==> config.mk <==
export PLATFORM = sky130hd
export DESIGN_NAME = vmrt_ctrl
export DESIGN_NICKNAME = d
export VERILOG_FILES = /design/src/hw/rtl/vmrt_pkg.sv /design/src/hw/rtl/vmrt_ctrl.sv
export SDC_FILE = /design/constraint.sdc
export NUM_CORES = 1
export LEC_CHECK = 0
export BUFFER_PORTS_ARGS = -buffer_cell sky130_fd_sc_hd__buf_2
export CORE_AREA = 2 2 39 41
export CTS_CLUSTER_SIZE = 10
export DETAILED_ROUTE_END_ITERATION = 10
export DIE_AREA = 0 0 41 43
export PLACE_DENSITY = 0.83
export SLEW_MARGIN = 30
export SYNTH_ARGS = -nofsm -noshare
export SYNTH_HDL_FRONTEND = slang
export SYNTH_SLANG_ARGS = --single-unit
==> constraint.sdc <==
create_clock -name i_clk -period 2.4 [get_ports i_clk]
set_input_delay 0.12 -clock i_clk [delete_from_list [all_inputs] [get_ports i_clk]]
set_output_delay 0.12 -clock i_clk [all_outputs]
set_load 0.02 [all_outputs]
==> src/hw/rtl/vmrt_pkg.sv <==
// Shared types, codes and default sizes for the region table allocator.
`timescale 1ns / 1ps

package vmrt_pkg;

    localparam int MAX_REGIONS_DEF = 64;
    // The page size is a power of two, so page division is a shift.
    localparam int PAGE_BYTES_DEF  = 4096;

    localparam int ADDR_W  = 32;
    localparam int CMD_W   = 2;
    localparam int STS_W   = 2;
    localparam int PAGES_W = 21;
    // Dividend of the page divider: a 32-bit byte count plus a carry bit.
    localparam int DIV_W   = ADDR_W + 1;

    localparam int PADDR_W = 3;
    localparam int PDATA_W = 32;
    localparam int CFG_IDX_LSB = 2;
    localparam logic [PADDR_W-CFG_IDX_LSB-1:0] CFG_IDX_POOL_BASE = '0;

    typedef enum logic [CMD_W-1:0] {
        CMD_ALLOC   = 2'd0,
        CMD_RELEASE = 2'd1,
        CMD_CHECK   = 2'd2,
        CMD_NONE    = 2'd3
    } t_cmd;

    typedef enum logic [STS_W-1:0] {
        ST_OK        = 2'd0,
        ST_FULL      = 2'd1,
        ST_NOT_FOUND = 2'd2
    } t_status;

    // Commands from the controller to the datapath.
    typedef struct packed {
        logic    load_in;
        logic    clr_scan;
        logic    scan;
        logic    rd_last;
        logic    ld_start;
        logic    div_start;
        logic    wr_alloc;
        logic    wr_swap;
        logic    out_load;
        t_status out_status;
    } t_dp_cmd;

    // Status from the datapath to the controller.
    typedef struct packed {
        t_cmd cmd;
        logic full;
        logic found;
        logic scan_end;
        logic div_done;
        logic out_free;
    } t_dp_sts;

endpackage

==> src/hw/rtl/vmrt_ctrl.sv <==
// Controller state machine that sequences allocate, release and check operations.
`timescale 1ns / 1ps

module vmrt_ctrl import vmrt_pkg::*; (
    input  logic    i_clk,
    input  logic    i_rst_n,
    input  logic    i_in_valid,
    output logic    o_in_ready,
    input  t_dp_sts i_sts,
    output t_dp_cmd o_cmd
);

    typedef enum logic [3:0] {
        S_IDLE,
        S_DECODE,
        S_SCAN,
        S_REL_RD,
        S_REL_WR,
        S_ALLOC_LD,
        S_DIV_WAIT,
        S_ALLOC_WR,
        S_RESP
    } t_state;

    t_state  r_state;
    t_state  n_state;
    t_status r_sts_code;
    t_status n_sts_code;

    always_comb begin
        n_state    = r_state;
        n_sts_code = r_sts_code;
        o_cmd      = '0;
        o_cmd.out_status = r_sts_code;
        o_in_ready = 1'b0;
        unique case (r_state)
            S_IDLE: begin
                o_in_ready    = 1'b1;
                o_cmd.load_in = i_in_valid;
                if (i_in_valid) begin
                    n_state    = S_DECODE;
                    n_sts_code = ST_OK;
                end
            end
            S_DECODE: begin
                unique case (i_sts.cmd) inside
                    CMD_ALLOC: begin
                        if (i_sts.full) begin
                            n_sts_code = ST_FULL;
                            n_state    = S_RESP;
                        end else begin
                            // Round the request and fetch the last entry in parallel.
                            o_cmd.div_start = 1'b1;
                            o_cmd.rd_last   = 1'b1;
                            n_state         = S_ALLOC_LD;
                        end
                    end
                    CMD_RELEASE, CMD_CHECK: begin
                        o_cmd.clr_scan = 1'b1;
                        n_state        = S_SCAN;
                    end
                    default: begin
                        n_state = S_RESP;
                    end
                endcase
            end
            S_SCAN: begin
                o_cmd.scan = 1'b1;
                if (i_sts.scan_end) begin
                    if (i_sts.cmd == CMD_CHECK) begin
                        n_state = S_RESP;
                    end else if (i_sts.found) begin
                        n_state = S_REL_RD;
                    end else begin
                        n_sts_code = ST_NOT_FOUND;
                        n_state    = S_RESP;
                    end
                end
            end
            S_REL_RD: begin
                o_cmd.rd_last = 1'b1;
                n_state       = S_REL_WR;
            end
            S_REL_WR: begin
                // The last live entry moves into the released slot.
                o_cmd.wr_swap   = 1'b1;
                o_cmd.div_start = 1'b1;
                n_state         = S_DIV_WAIT;
            end
            S_ALLOC_LD: begin
                o_cmd.ld_start = 1'b1;
                n_state        = S_DIV_WAIT;
            end
            S_DIV_WAIT: begin
                if (i_sts.div_done) begin
                    n_state = (i_sts.cmd == CMD_ALLOC) ? S_ALLOC_WR : S_RESP;
                end
            end
            S_ALLOC_WR: begin
                o_cmd.wr_alloc = 1'b1;
                n_state        = S_RESP;
            end
            S_RESP: begin
                if (i_sts.out_free) begin
                    o_cmd.out_load = 1'b1;
                    n_state        = S_IDLE;
                end
            end
            default: begin
                n_state = S_IDLE;
            end
        endcase
    end

    always_ff @(posedge i_clk) begin
        if (!i_rst_n) begin
            r_state    <= S_IDLE;
            r_sts_code <= ST_OK;
        end else begin
            r_state    <= n_state;
            r_sts_code <= n_sts_code;
        end
    end

endmodule

==> out/qor.csv <==
stage,metric,value,unit
min_path,hold_path.class,input pin to register,
worst_setup_path,critPathLaunchType,register,
sta,hold_viol,0,
layout,final_layout_size_suffix_gt1_frac,0.296,
yosys,synthXorXnorAreaFrac,0,
yosys,synth.lib_cells_used.distinct,38,
worst_setup_path,worst-setup-path-type,register to output pin,
die,die_width,41,um
run_status,status,"finished, final reports clean",
die,floorplan.die_area,1760,um^2
yosys,synth.mux.area_fraction,0.0654,
yosys,ys_seq_elements,6,
layout,multi_input_comb_area,429,um^2
global_route,number_of_antenna_violations_at_the_first_check_in_global_routing,0,
global_route,pin_count_of_the_biggest_net_entering_global_routing,18,
yosys,synthesis_warnings,0,
global_route,grt_usage,0.171,
clock_tree,cts_made_buffers,3,
yosys,main_combinational_cell_family_by_area_after_synthesis,simple AND/OR/NAND/NOR gates,
yosys,synth_fp_nets,93,
clock_tree,cts-htree-levels,1,
die,floorplan.initialDensity,0.442,
worst_setup_path,slowest_delay,0.67,ns
sta,min_period,1.78,ns
yosys,synth_sequential_area_ratio,0.196,
die,fp.dieH,43,um
sta,maxSlewHeadroom,0.623,
global_route,grt_first_pass_wirelength,2070,um
worst_setup_path,critical-path-top-delay-family,flip-flops,
power_and_ir_drop,pwr_density_cell,562,nW/um^2
placed_design,place_congestion,0.905,
placed_design,post-dp-hpwl,1030,um
worst_setup_path,crit_path_cell_trace,"nand2_1, nor3_1, nand2b_1, buf_2",
die,core_area,1380,um^2
placed_design,quantity_of_i_o_buffers_inserted_on_ports,21,
clock_tree,clockRootBuffer,clkbuf_4,
sta,period_share,0.740,
clock_tree,clk_sink_count,6,
routing,routed_wire_length_per_instance,11.5,um
layout,n_antenna_cell,0,
worst_setup_path,r2r-start,r_state[2],
layout,syn_to_final_growth,16.4,%
min_path,holdCritStartpoint,i_sts[1],
global_route,first_global_vias,487,
die,count_of_boundary_i_o_pins,22,
yosys,synth.avg_cell_area,7.65,um^2
layout,layout.area.seq,120,um^2
sta,grt_setup_unrepaired,no,
min_path,holdPathStages,3,
routing,post-route-drc-count,0,
worst_setup_path,critical_path.slowest_cell,dfxtp_1,
layout,post-route-util,0.514,
power_and_ir_drop,peakVddDrop,364,uV
sta,tightest_slew,0.565,ns
clock_tree,resized_cells_post_cts,0,
clock_tree,clk-insertion-delay-late,0.24,ns
die,std_cell_rows,14,
run,max_cap_viol_count,0,
worst_setup_path,worstPathBufferInverterCount,1,
worst_setup_path,crit_path_end_kind,output pin,
yosys,post_synth_and_or_nand_nor_area_fraction,0.354,
sta,setup_viol,0,
worst_setup_path,worst-r2r-setup-slack,0.82,ns
layout,finish.net_count,113,
sta,setup_tns,0,ns
clock_tree,post_cts_hold_buffers,0,
yosys,cells_after_synthesis,80,
routing,routed-via-count,629,
worst_setup_path,maximum_fanout_count_along_the_critical_path,16,
power_and_ir_drop,power.static_leakage,0.324,nW
global_route,grt-ovfl-total,0,
routing,mean_number_of_vias_per_cell,5.52,
clock_tree,number_of_buffers_inserted_by_post_cts_setup_repair,0,
sta,fin_worst_skew,0.000947,ns
yosys,synth-compound-area-share,0.221,
routing,firstDrtPassIters,4,
worst_setup_path,ff2ff_path_depth,4,
clock_tree,tritoncts,built,
sta,maxSlewViolCount,0,
yosys,syn-cell-area,612,um^2
layout,fill_cells,123,
routing,antenna_violating_nets_post_route,0,
routing,detail_route.iter0.violations,29,
yosys,synth-adder-area-share,0.0613,
worst_setup_path,crit_arrival,1.66,ns
clock_tree,clock_tree.buffer_depth,2,
sta,max_freq,563,MHz
clock_tree,clkTransAtPathRegs,0.05,ns
routing,drt_wl_total,1310,um
worst_setup_path,critPathRequiredTime,2.28,ns
worst_setup_path,critical_path.reg2reg.endpoint,r_state[2],
min_path,worst_hold_path.endpoint,r_state[2],
## power breakdown
part / switching (W) / internal (W)
logic: 0.0000908 / 0.0000747
clock network: 0.0000362 / 0.0000566
registers: 0.0000313 / 0.000111
## logic make-up after synthesis
kind of cell             count (synthesis)
AND/OR/NAND/NOR                         37
buffers and inverters                   10
adder cells (fa/ha/maj)                  3
flip-flops                               6
AO/OA/AOI/OAI                           20
multiplexers                             4
## synth_stat cells
library cell  n  area, um^2
nor4_2        1        12.5
mux2i_1       4        40.0
o21ai_1       1        5.00
a21oi_1       3        15.0
nor3_1        2        10.0
nor2_1        4        15.0
nor2b_1       3        18.8
o2111ai_1     1        8.76
nand4_1       1        6.26
buf_6         2        22.5
o22ai_1       1        6.26
nor4b_2       1        15.0
and3_1        1        6.26
clkbuf_2      1        5.00
a21boi_0      1        7.51
and2b_1       2        15.0
o31ai_1       2        15.0
nand4b_1      1        8.76
a22oi_1       1        7.51
or3_1         1        6.26
nand2b_1      4        25.0
a31oi_1       1        6.26
buf_4         2        15.0
nand3_1       2        10.0
nor4_1        1        6.26
ha_1          3        37.5
dfxtp_1       6         120
or2_2         1        6.26
o21ai_0       5        25.0
a211oi_2      1        12.5
nor2_2        1        6.26
a21boi_1      1        7.51
and2_1        3        18.8
o22a_1        1        8.76
inv_1         4        15.0
buf_2         1        5.00
nand2_1       8        30.0
o311a_1       1        10.0
## worst min-delay path, cell delays in order
cell and delay, ns:
buf_2 0.08, or3_1 0.10, a21boi_1 0.05
## area by class of cell
| cell class | count | share of cell area |
|---|---|---|
| tap | 16 | 0.0281 |
| clock buffer | 3 | 0.0316 |
| sequential | 6 | 0.169 |
| multi-input combinational | 64 | 0.603 |
| inverter | 4 | 0.0211 |
| timing repair buffer | 21 | 0.148 |
## cells in the final DEF (no fill, tap or decap), drive strengths merged, types with 2 or more instances in the layout
cell type  instances
a21boi             2
inv                4
and2b              2
nand2b             4
clkbuf             3
buf               21
nor3               2
a21oi              3
ha                 3
mux2i              4
nor2b              3
nand3              2
dfxtp              6
o31ai              2
and2               3
nand2              8
nor2               5
o21ai              6
nor4               2
## flip-flops by register name (all words and copies together), names as in the netlist
| name | cells |
|---|---|
| r_state | 4 |
| r_sts_code | 2 |
## routing by layer
layer	vias to the layer above	global-route usage	wire [um]
li1	323	-	-
met1	278	0.234	592
met2	28	0.241	601
met3	0	0.0628	116
met4	0	0.0600	0
met5	-	0	0
## per-stage QoR
| step | instances | area, um^2 | power [W] | setup slack [ns] | hold slack (ns) |
|---|---|---|---|---|---|
| 6_report | 114 | 712 | 0.000400 | 0.624 | 0.168 |
| 5_1_grt | 114 | 712 | 0.000429 | 0.511 | 0.164 |
| 4_1_cts | 114 | 712 | 0.000405 | 0.632 | 0.163 |
| 3_5_place_dp | 111 | 689 | 0.000308 | 0.812 | 0.418 |
| 3_3_place_gp | 111 | 689 | 0.000306 | 0.898 | 0.420 |
| 2_1_floorplan | 80 | 612 | 0.000271 | 0.630 | 0.258 |
## worst max-delay path by stage
stage / cells past startpoint / to / from
floorplan: 3 / o_cmd[10] / r_state[0]
global placement: 4 / r_state[2] / r_state[2]
detailed placement: 4 / r_state[2] / r_state[2]
CTS: 4 / o_cmd[5] / r_state[2]
global route: 4 / o_cmd[5] / r_state[2]
finish: 4 / o_cmd[5] / r_state[2]
Note: power is estimated with default switching activity, not from simulation.
